<file path="src/rtl/round_robin_unit_quantum_scheduler_unit_assert.svh">
// Assertion macros for the round-robin scheduler.
// Each macro checks a property on the rising clock edge, disabled while reset is low.
`ifndef ROUND_ROBIN_UNIT_QUANTUM_SCHEDULER_UNIT_ASSERT_SVH
`define ROUND_ROBIN_UNIT_QUANTUM_SCHEDULER_UNIT_ASSERT_SVH

`ifndef SYNTHESIS

// Same-cycle implication
`define RRQS_ASSERT_IMP(label, clk, rst_n, cond, expr) \
    label: assert property (@(posedge clk) disable iff (!rst_n) (cond) |-> (expr)) \
        else $error("scheduler check failed");

// Next-cycle implication
`define RRQS_ASSERT_NXT(label, clk, rst_n, cond, expr) \
    label: assert property (@(posedge clk) disable iff (!rst_n) (cond) |=> (expr)) \
        else $error("scheduler check failed");

`else

`define RRQS_ASSERT_IMP(label, clk, rst_n, cond, expr)
`define RRQS_ASSERT_NXT(label, clk, rst_n, cond, expr)

`endif

`endif

</file>
<file path="src/rtl/rrqs_pkg.sv">
package rrqs_pkg;

    // Field widths fixed by the stream format
    localparam int ID_FIELD_W = 8;
    localparam int BURST_W    = 16;
    localparam int SLOT_W     = 32;
    localparam int STATUS_W   = 3;

    // Item kinds on the input side
    localparam logic OP_ARRIVAL = 1'b0;
    localparam logic OP_TICK    = 1'b1;

    // Result status codes
    localparam logic [STATUS_W-1:0] STATUS_IDLE     = 3'd0;
    localparam logic [STATUS_W-1:0] STATUS_RAN      = 3'd1;
    localparam logic [STATUS_W-1:0] STATUS_FINISHED = 3'd2;
    localparam logic [STATUS_W-1:0] STATUS_ACCEPTED = 3'd3;
    localparam logic [STATUS_W-1:0] STATUS_DROPPED  = 3'd4;

    // One result item
    typedef struct packed {
        logic [BURST_W-1:0]    time_left;
        logic [SLOT_W-1:0]     slot_number;
        logic [ID_FIELD_W-1:0] run_id;
        logic [STATUS_W-1:0]   status;
    } result_t;

endpackage

</file>
<file path="src/rtl/round_robin_unit_quantum_scheduler_unit.sv">
// A result is registered into the output register, or into the skid entry while the master side stalls.
// Throughput: 1 item per cycle while the skid entry is empty; the ready queue is read ahead into a head register
// so a tick never waits on the queue memory port.
// A two-entry output (result register plus skid entry): s_tready drops only once both hold an item.
// Reset (rst_n low, asynchronous): queue empty, slot counter zero, no results pending.
// Queue memory contents are not cleared.
`include "round_robin_unit_quantum_scheduler_unit_assert.svh"

module round_robin_unit_quantum_scheduler_unit #(
    parameter int QUEUE_DEPTH = 16,
    parameter int ID_BITS     = 8
) (
    input  logic        clk,
    input  logic        rst_n,
    // slave side
    input  logic        s_tvalid,
    output logic        s_tready,
    input  logic [23:0] s_tdata,   // [7:0] process_id, [23:8] burst_time
    input  logic        s_tuser,   // [0] op
    // master side
    output logic        m_tvalid,
    input  logic        m_tready,
    output logic [55:0] m_tdata,   // [7:0] run_id, [39:8] slot_number, [55:40] time_left
    output logic [2:0]  m_tuser    // [2:0] status
);

    localparam int PTR_W   = $clog2(QUEUE_DEPTH);
    localparam int OCC_W   = $clog2(QUEUE_DEPTH + 1);
    localparam int ENTRY_W = ID_BITS + rrqs_pkg::BURST_W;

    localparam logic [PTR_W-1:0] LAST_PTR   = PTR_W'(QUEUE_DEPTH - 1);
    localparam logic [OCC_W-1:0] FULL_COUNT = OCC_W'(QUEUE_DEPTH);

    // Queue storage and control
    logic [ENTRY_W-1:0] queue_mem [QUEUE_DEPTH];
    logic [ENTRY_W-1:0] head_data_reg;
    logic [PTR_W-1:0]   head_reg, head_next;
    logic [PTR_W-1:0]   tail_reg, tail_next;
    logic [OCC_W-1:0]   occ_reg, occ_next;
    logic [rrqs_pkg::SLOT_W-1:0] slot_reg, slot_next;

    // Output register and skid entry
    rrqs_pkg::result_t out_reg, skid_reg, result;
    logic out_valid_reg, skid_valid_reg;

    logic               accept;
    logic               push_en;
    logic [ENTRY_W-1:0] push_data;
    logic [PTR_W-1:0]   head_inc, tail_inc;
    logic [15:0]        arr_id_wide;
    logic [ID_BITS-1:0] arr_id;
    logic [rrqs_pkg::BURST_W-1:0] arr_burst;
    logic [ID_BITS-1:0] head_id;
    logic [rrqs_pkg::BURST_W-1:0] head_time, dec_time;
    logic [15:0]        head_id_ext, arr_id_ext;

    assign s_tready = !skid_valid_reg;
    assign accept   = s_tvalid && s_tready;

    // Input fields and head entry
    assign arr_id_wide = {8'b0, s_tdata[7:0]};
    assign arr_id      = arr_id_wide[ID_BITS-1:0];
    assign arr_burst   = s_tdata[23:8];
    assign head_id     = head_data_reg[ENTRY_W-1:rrqs_pkg::BURST_W];
    assign head_time   = head_data_reg[rrqs_pkg::BURST_W-1:0];
    assign dec_time    = head_time - 16'd1;
    assign head_id_ext = 16'(head_id);
    assign arr_id_ext  = 16'(arr_id);

    // Wrapping pointer increments
    assign head_inc = (head_reg == LAST_PTR) ? '0 : head_reg + PTR_W'(1);
    assign tail_inc = (tail_reg == LAST_PTR) ? '0 : tail_reg + PTR_W'(1);

    // Scheduling decision for the accepted item
    always_comb
    begin
        push_en            = 1'b0;
        push_data          = '0;
        head_next          = head_reg;
        tail_next          = tail_reg;
        occ_next           = occ_reg;
        slot_next          = slot_reg;
        result.status      = rrqs_pkg::STATUS_IDLE;
        result.run_id      = '0;
        result.slot_number = slot_reg;
        result.time_left   = '0;
        if (accept)
        begin
            if (s_tuser == rrqs_pkg::OP_ARRIVAL)
            begin
                result.run_id    = arr_id_ext[7:0];
                result.time_left = arr_burst;
                if (arr_burst == '0 || occ_reg == FULL_COUNT)
                begin
                    result.status = rrqs_pkg::STATUS_DROPPED;
                end
                else
                begin
                    result.status = rrqs_pkg::STATUS_ACCEPTED;
                    push_en       = 1'b1;
                    push_data     = {arr_id, arr_burst};
                    tail_next     = tail_inc;
                    occ_next      = occ_reg + OCC_W'(1);
                end
            end
            else
            begin
                slot_next = slot_reg + 32'd1;
                if (occ_reg != '0)
                begin
                    result.run_id    = head_id_ext[7:0];
                    result.time_left = dec_time;
                    head_next        = head_inc;
                    if (dec_time == '0)
                    begin
                        result.status = rrqs_pkg::STATUS_FINISHED;
                        occ_next      = occ_reg - OCC_W'(1);
                    end
                    else
                    begin
                        // back to the tail; the pop just freed a place
                        result.status = rrqs_pkg::STATUS_RAN;
                        push_en       = 1'b1;
                        push_data     = {head_id, dec_time};
                        tail_next     = tail_inc;
                    end
                end
            end
        end
    end

    // Queue memory with read-ahead of the next head, write forwarded on collision
    always_ff @(posedge clk)
    begin
        if (push_en)
        begin
            queue_mem[tail_reg] <= push_data;
        end
        if (push_en && tail_reg == head_next)
        begin
            head_data_reg <= push_data;
        end
        else
        begin
            head_data_reg <= queue_mem[head_next];
        end
    end

    // Control state
    always_ff @(posedge clk or negedge rst_n)
    begin
        if (!rst_n)
        begin
            head_reg       <= '0;
            tail_reg       <= '0;
            occ_reg        <= '0;
            slot_reg       <= '0;
            out_valid_reg  <= 1'b0;
            skid_valid_reg <= 1'b0;
        end
        else
        begin
            head_reg <= head_next;
            tail_reg <= tail_next;
            occ_reg  <= occ_next;
            slot_reg <= slot_next;
            if (!out_valid_reg || m_tready)
            begin
                out_valid_reg  <= skid_valid_reg || accept;
                skid_valid_reg <= 1'b0;
            end
            else if (accept)
            begin
                skid_valid_reg <= 1'b1;
            end
        end
    end

    // Result payload
    always_ff @(posedge clk)
    begin
        if (!out_valid_reg || m_tready)
        begin
            if (skid_valid_reg)
            begin
                out_reg <= skid_reg;
            end
            else if (accept)
            begin
                out_reg <= result;
            end
        end
        else if (accept)
        begin
            skid_reg <= result;
        end
    end

    assign m_tvalid = out_valid_reg;
    assign m_tuser  = out_reg.status;
    assign m_tdata  = {out_reg.time_left, out_reg.slot_number, out_reg.run_id};

    // Checks
    `RRQS_ASSERT_IMP(occ_in_range, clk, rst_n, 1'b1, occ_reg <= FULL_COUNT)
    `RRQS_ASSERT_IMP(skid_behind_out, clk, rst_n, skid_valid_reg, out_valid_reg)
    `RRQS_ASSERT_NXT(tick_advances_slot, clk, rst_n,
        accept && s_tuser == rrqs_pkg::OP_TICK,
        slot_reg == $past(slot_reg) + 32'd1)
    `RRQS_ASSERT_NXT(full_drop_keeps_queue, clk, rst_n,
        accept && s_tuser == rrqs_pkg::OP_ARRIVAL && occ_reg == FULL_COUNT,
        $stable(occ_reg) && $stable(tail_reg))

endmodule
</file>
<file path="config.mk">
export PLATFORM = sky130hd
export DESIGN_NAME = round_robin_unit_quantum_scheduler_unit
export DESIGN_NICKNAME = d
export VERILOG_FILES = /design/src/rtl/rrqs_pkg.sv /design/src/rtl/round_robin_unit_quantum_scheduler_unit.sv
export VERILOG_INCLUDE_DIRS = /design/src /design/src/rtl
export SDC_FILE = /design/constraint.sdc
export NUM_CORES = 1
export LEC_CHECK = 0
export BUFFER_PORTS_ARGS = -buffer_cell sky130_fd_sc_hd__buf_4
export CAP_MARGIN = 10
export CORE_MARGIN = 2
export CORE_UTILIZATION = 45
export CTS_CLUSTER_DIAMETER = 60
export CTS_CLUSTER_SIZE = 10
export DETAILED_ROUTE_END_ITERATION = 6
export SYNTH_ARGS = -nofsm -noshare
export SYNTH_HDL_FRONTEND = slang
export SYNTH_SLANG_ARGS = --single-unit
</file>
<file path="constraint.sdc">
create_clock -name clk -period 6.7 [get_ports clk]
set_input_delay 1.34 -clock clk [delete_from_list [all_inputs] [get_ports clk]]
set_output_delay 1.34 -clock clk [all_outputs]
set_load 0.05 [all_outputs]
</file>
==> run metrics <==
WP data required=a little under 7000 ps; outcome=complete, no violations; DR vias=11500; cell taking the most area after synthesis=edfxtp_1; Crit path largest cell delay=roughly 1100 ps; Worst Setup Start Kind=flop; max_slew headroom=approximately a fifth; leak pwr=between 9 and 10 nW; TritonCTS clock tree=yes; hold bufs inserted after CTS=0; design area=around 26000 sq um; synth cell count leaders=502 x edfxtp_1, 92 x mux4_2, 78 x nand2_1; Critical Path AT=between 6000 and 7000 ps; top_reg_cell synth=edfxtp_1; Sw Pwr=about 0.0034 W; ratio of cells with drive above 1 in the final layout=28.45%; CTS Buf Count=66; Syn Area/Cell=roughly 19 sq um; worst-case clock skew=between 20 and 25 ps; Setup WS pre-CTS=881.3 ps; share of the synthesized area in the top cell type=67.28%; Int Pwr=between 0.007 and 0.008 W; Pwr Total=0.01099 W; FF+latch count, synth=between 500 and 600; First-pass DRT Iterations=5; slew of the pin with the lowest slew margin=1220 ps; Pwr Density=between 400 and 500 nW/um^2; Mapped Nets=1232; Final nets=1384; Initial Util=a little under half; number of gates resized after cts=0; number of flip-flops in the largest register=about 380; WL/cell=between 20 and 25 microns; antenna violations before repair=0; post-DR vias/cell=~5.6; area of the core=~49000 sq um; DIE HEIGHT=227.1 microns; worst hold path class=flop to flop; detailed-route wire length=about 50 mm; CP Max Fanout=36; DR top layer=met4; IO Pins=90; WL met2=23.68 mm; clock tree buffer depth=3; Fmax=between 0.15 and 0.2 GHz; port bufs=around 90; post-synthesis sequential area ratio=~73%; die area=~52000 sq um; # diodes=0; Final Hold Viols=0; Setup Buffers After CTS=0; WS Path Type=flop to flop; Cell Area, Synth=about 22000 sq um; Max rail drop VDD=between 0.00015 and 0.0002 V; num rows=81; Synth cell types=65; clk root buf=clkbuf_16; fin crit share=87.25%; combinational share of power=between 20 and 30%; count leader, synth=edfxtp_1; Initial DRC Count=1002; vias in the first global route=between 10000 and 15000; Seq pwr share=about two fifths; Crit. End Element=flop; Synth Instances=1191; DRC viols=0; CTS H-tree depth=3; Syn. warnings=0; Post-DRT Antenna Nets=0; Routed met3 length=3.000 mm; worst setup margin=between 800 and 900 ps; first-pass GRT wire length=~74 mm; Area Overhead vs Synth=15.85%; DPL Wire Length=30.06 mm; max-slew violation count=0; Clk Latency, worst-skew pair=about 590 ps; Reg clk slew, reported paths=around 50 ps; pin count of the biggest net entering global routing=48; asr flop ratio synth=8.499%; Switching Fraction=roughly 30%; Synth area leaders=edfxtp_1 67%, mux4_2 9.2%, dfrtp_1 5.2%; Final setup violation count=0; Tmin final=a little under 6000 ps; TritonCTS Sinks=553; M1 WL=22.34 mm; total placed instance area=between 20000 and 25000 sq um; GP Congestion=0.8478; worst path cell trace=buf_4 -> mux4_2 -> mux2_2 -> mux2i_1 -> nand4_1 -> a211o_1 -> o21ai_0 -> a21boi_0 -> nand3_1 -> nand2_1 -> o22ai_1; RSZ-0062 raised after global routing=no; Worst Hold Margin=roughly 440 ps; max cap viols=0; Clock power frac=29.6%; Die X=about 230 microns; Critical-path top delay cell=o22ai_1; Post-synth EDFFs=roughly 500; gr ovfl total=0; global-route total usage across every layer=roughly a fifth; setup TNS=0 ps
[critical path, delay by kind of cell (launching register included)]
family                 cells  cell delay, ps
buffers and inverters      1             370
DFF                        1            1020
AOI/OAI and AO/OA          4            1850
and+or+nand+nor            3             970
muxes                      3            1160
[placed cells by master, fill, tap and decap left out, types with 3 or more instances in the layout]
cell type | synthesis | layout
clkbuf_1 | 17 | 28
and3_1 | 11 | 11
nand3_1 | 25 | 25
mux2i_1 | 20 | 20
mux4_1 | 10 | 10
buf_4 | 8 | 134
nand4_1 | 13 | 13
nand2b_1 | 4 | 4
a211oi_1 | 3 | 3
a22o_1 | 4 | 4
a21o_1 | 8 | 8
mux4_2 | 92 | 92
and4_1 | 9 | 9
nor2b_1 | 7 | 7
a22oi_1 | 8 | 8
clkbuf_16 | 0 | 69
and4b_1 | 4 | 4
a21oi_1 | 21 | 20
o21ai_0 | 17 | 17
dfrtp_1 | 47 | 47
inv_1 | 24 | 24
ha_1 | 11 | 11
nand2_1 | 78 | 78
xnor2_1 | 41 | 41
nor3_1 | 5 | 5
edfxtp_1 | 502 | 502
mux2_2 | 68 | 68
xor2_1 | 10 | 10
a221oi_1 | 5 | 5
o22ai_1 | 8 | 8
nor2_1 | 28 | 27
nor4_1 | 9 | 9
a31oi_1 | 4 | 4
[metal layers]
layer / vias up / GRT usage (%)
met5: - / 0
met4: 0 / 6.536
met3: 72 / 3.730
met2: 359 / 31.47
met1: 5980 / 27.91
li1: 5090 / -
[path summary, 6_finish.rpt]
kind,slack (ps),end,from,cells past startpoint
min reg2reg,440,skid_reg[22],slot_reg[11],0
min,440,skid_reg[22],slot_reg[11],0
max,850,queue_mem[2][18],flop,11
max reg2reg,850,queue_mem[2][18],flop,11
max in group asynchronous,5470,occ_reg[2],rst_n,1
min in group asynchronous,780,slot_reg[3],rst_n,1
[layout make-up]
class	instances	area (sq um)
Fill cell	3907	23100
Sequential cell	553	16340
Multi-Input combinational cell	562	5744
Clock buffer	98	1846
Timing Repair Buffer	135	1017
Tap cell	664	830.8
Inverter	25	93.84
Clock inverter	5	85.08
[cells by family after synthesis]
kind of cell / count (synthesis) / synth area share (%)
xor+xnor: 51 / 1.994
buf+inv: 76 / 1.659
simple gates: 211 / 4.998
mux: 192 / 14.87
flops: 553 / 72.89
compound gates: 96 / 2.887
fa+ha+maj: 12 / 0.7037
[power by group through the flow]
stage / logic, W / clock network (W) / registers [W]
final: 0.00311 / 0.00325 / 0.00462
after global routing: 0.00335 / 0.00346 / 0.00467
after CTS: 0.00311 / 0.00334 / 0.00463
after detailed placement: 0.00310 / 0 / 0.00470
after global placement: 0.00307 / 0 / 0.00469
after floorplan: 0.00219 / 0 / 0.00468
[metrics by stage]
| stage | util [%] | std cells |
|---|---|---|
| after floorplan | - | 1191 |
| after global placement | 48.91 | 1935 |
| after detailed placement | 48.91 | 1935 |
| after CTS | 52.85 | 2038 |
| after global routing | 52.92 | 2042 |
| final | 52.92 | 2042 |
(Power assumes the default switching activity.)
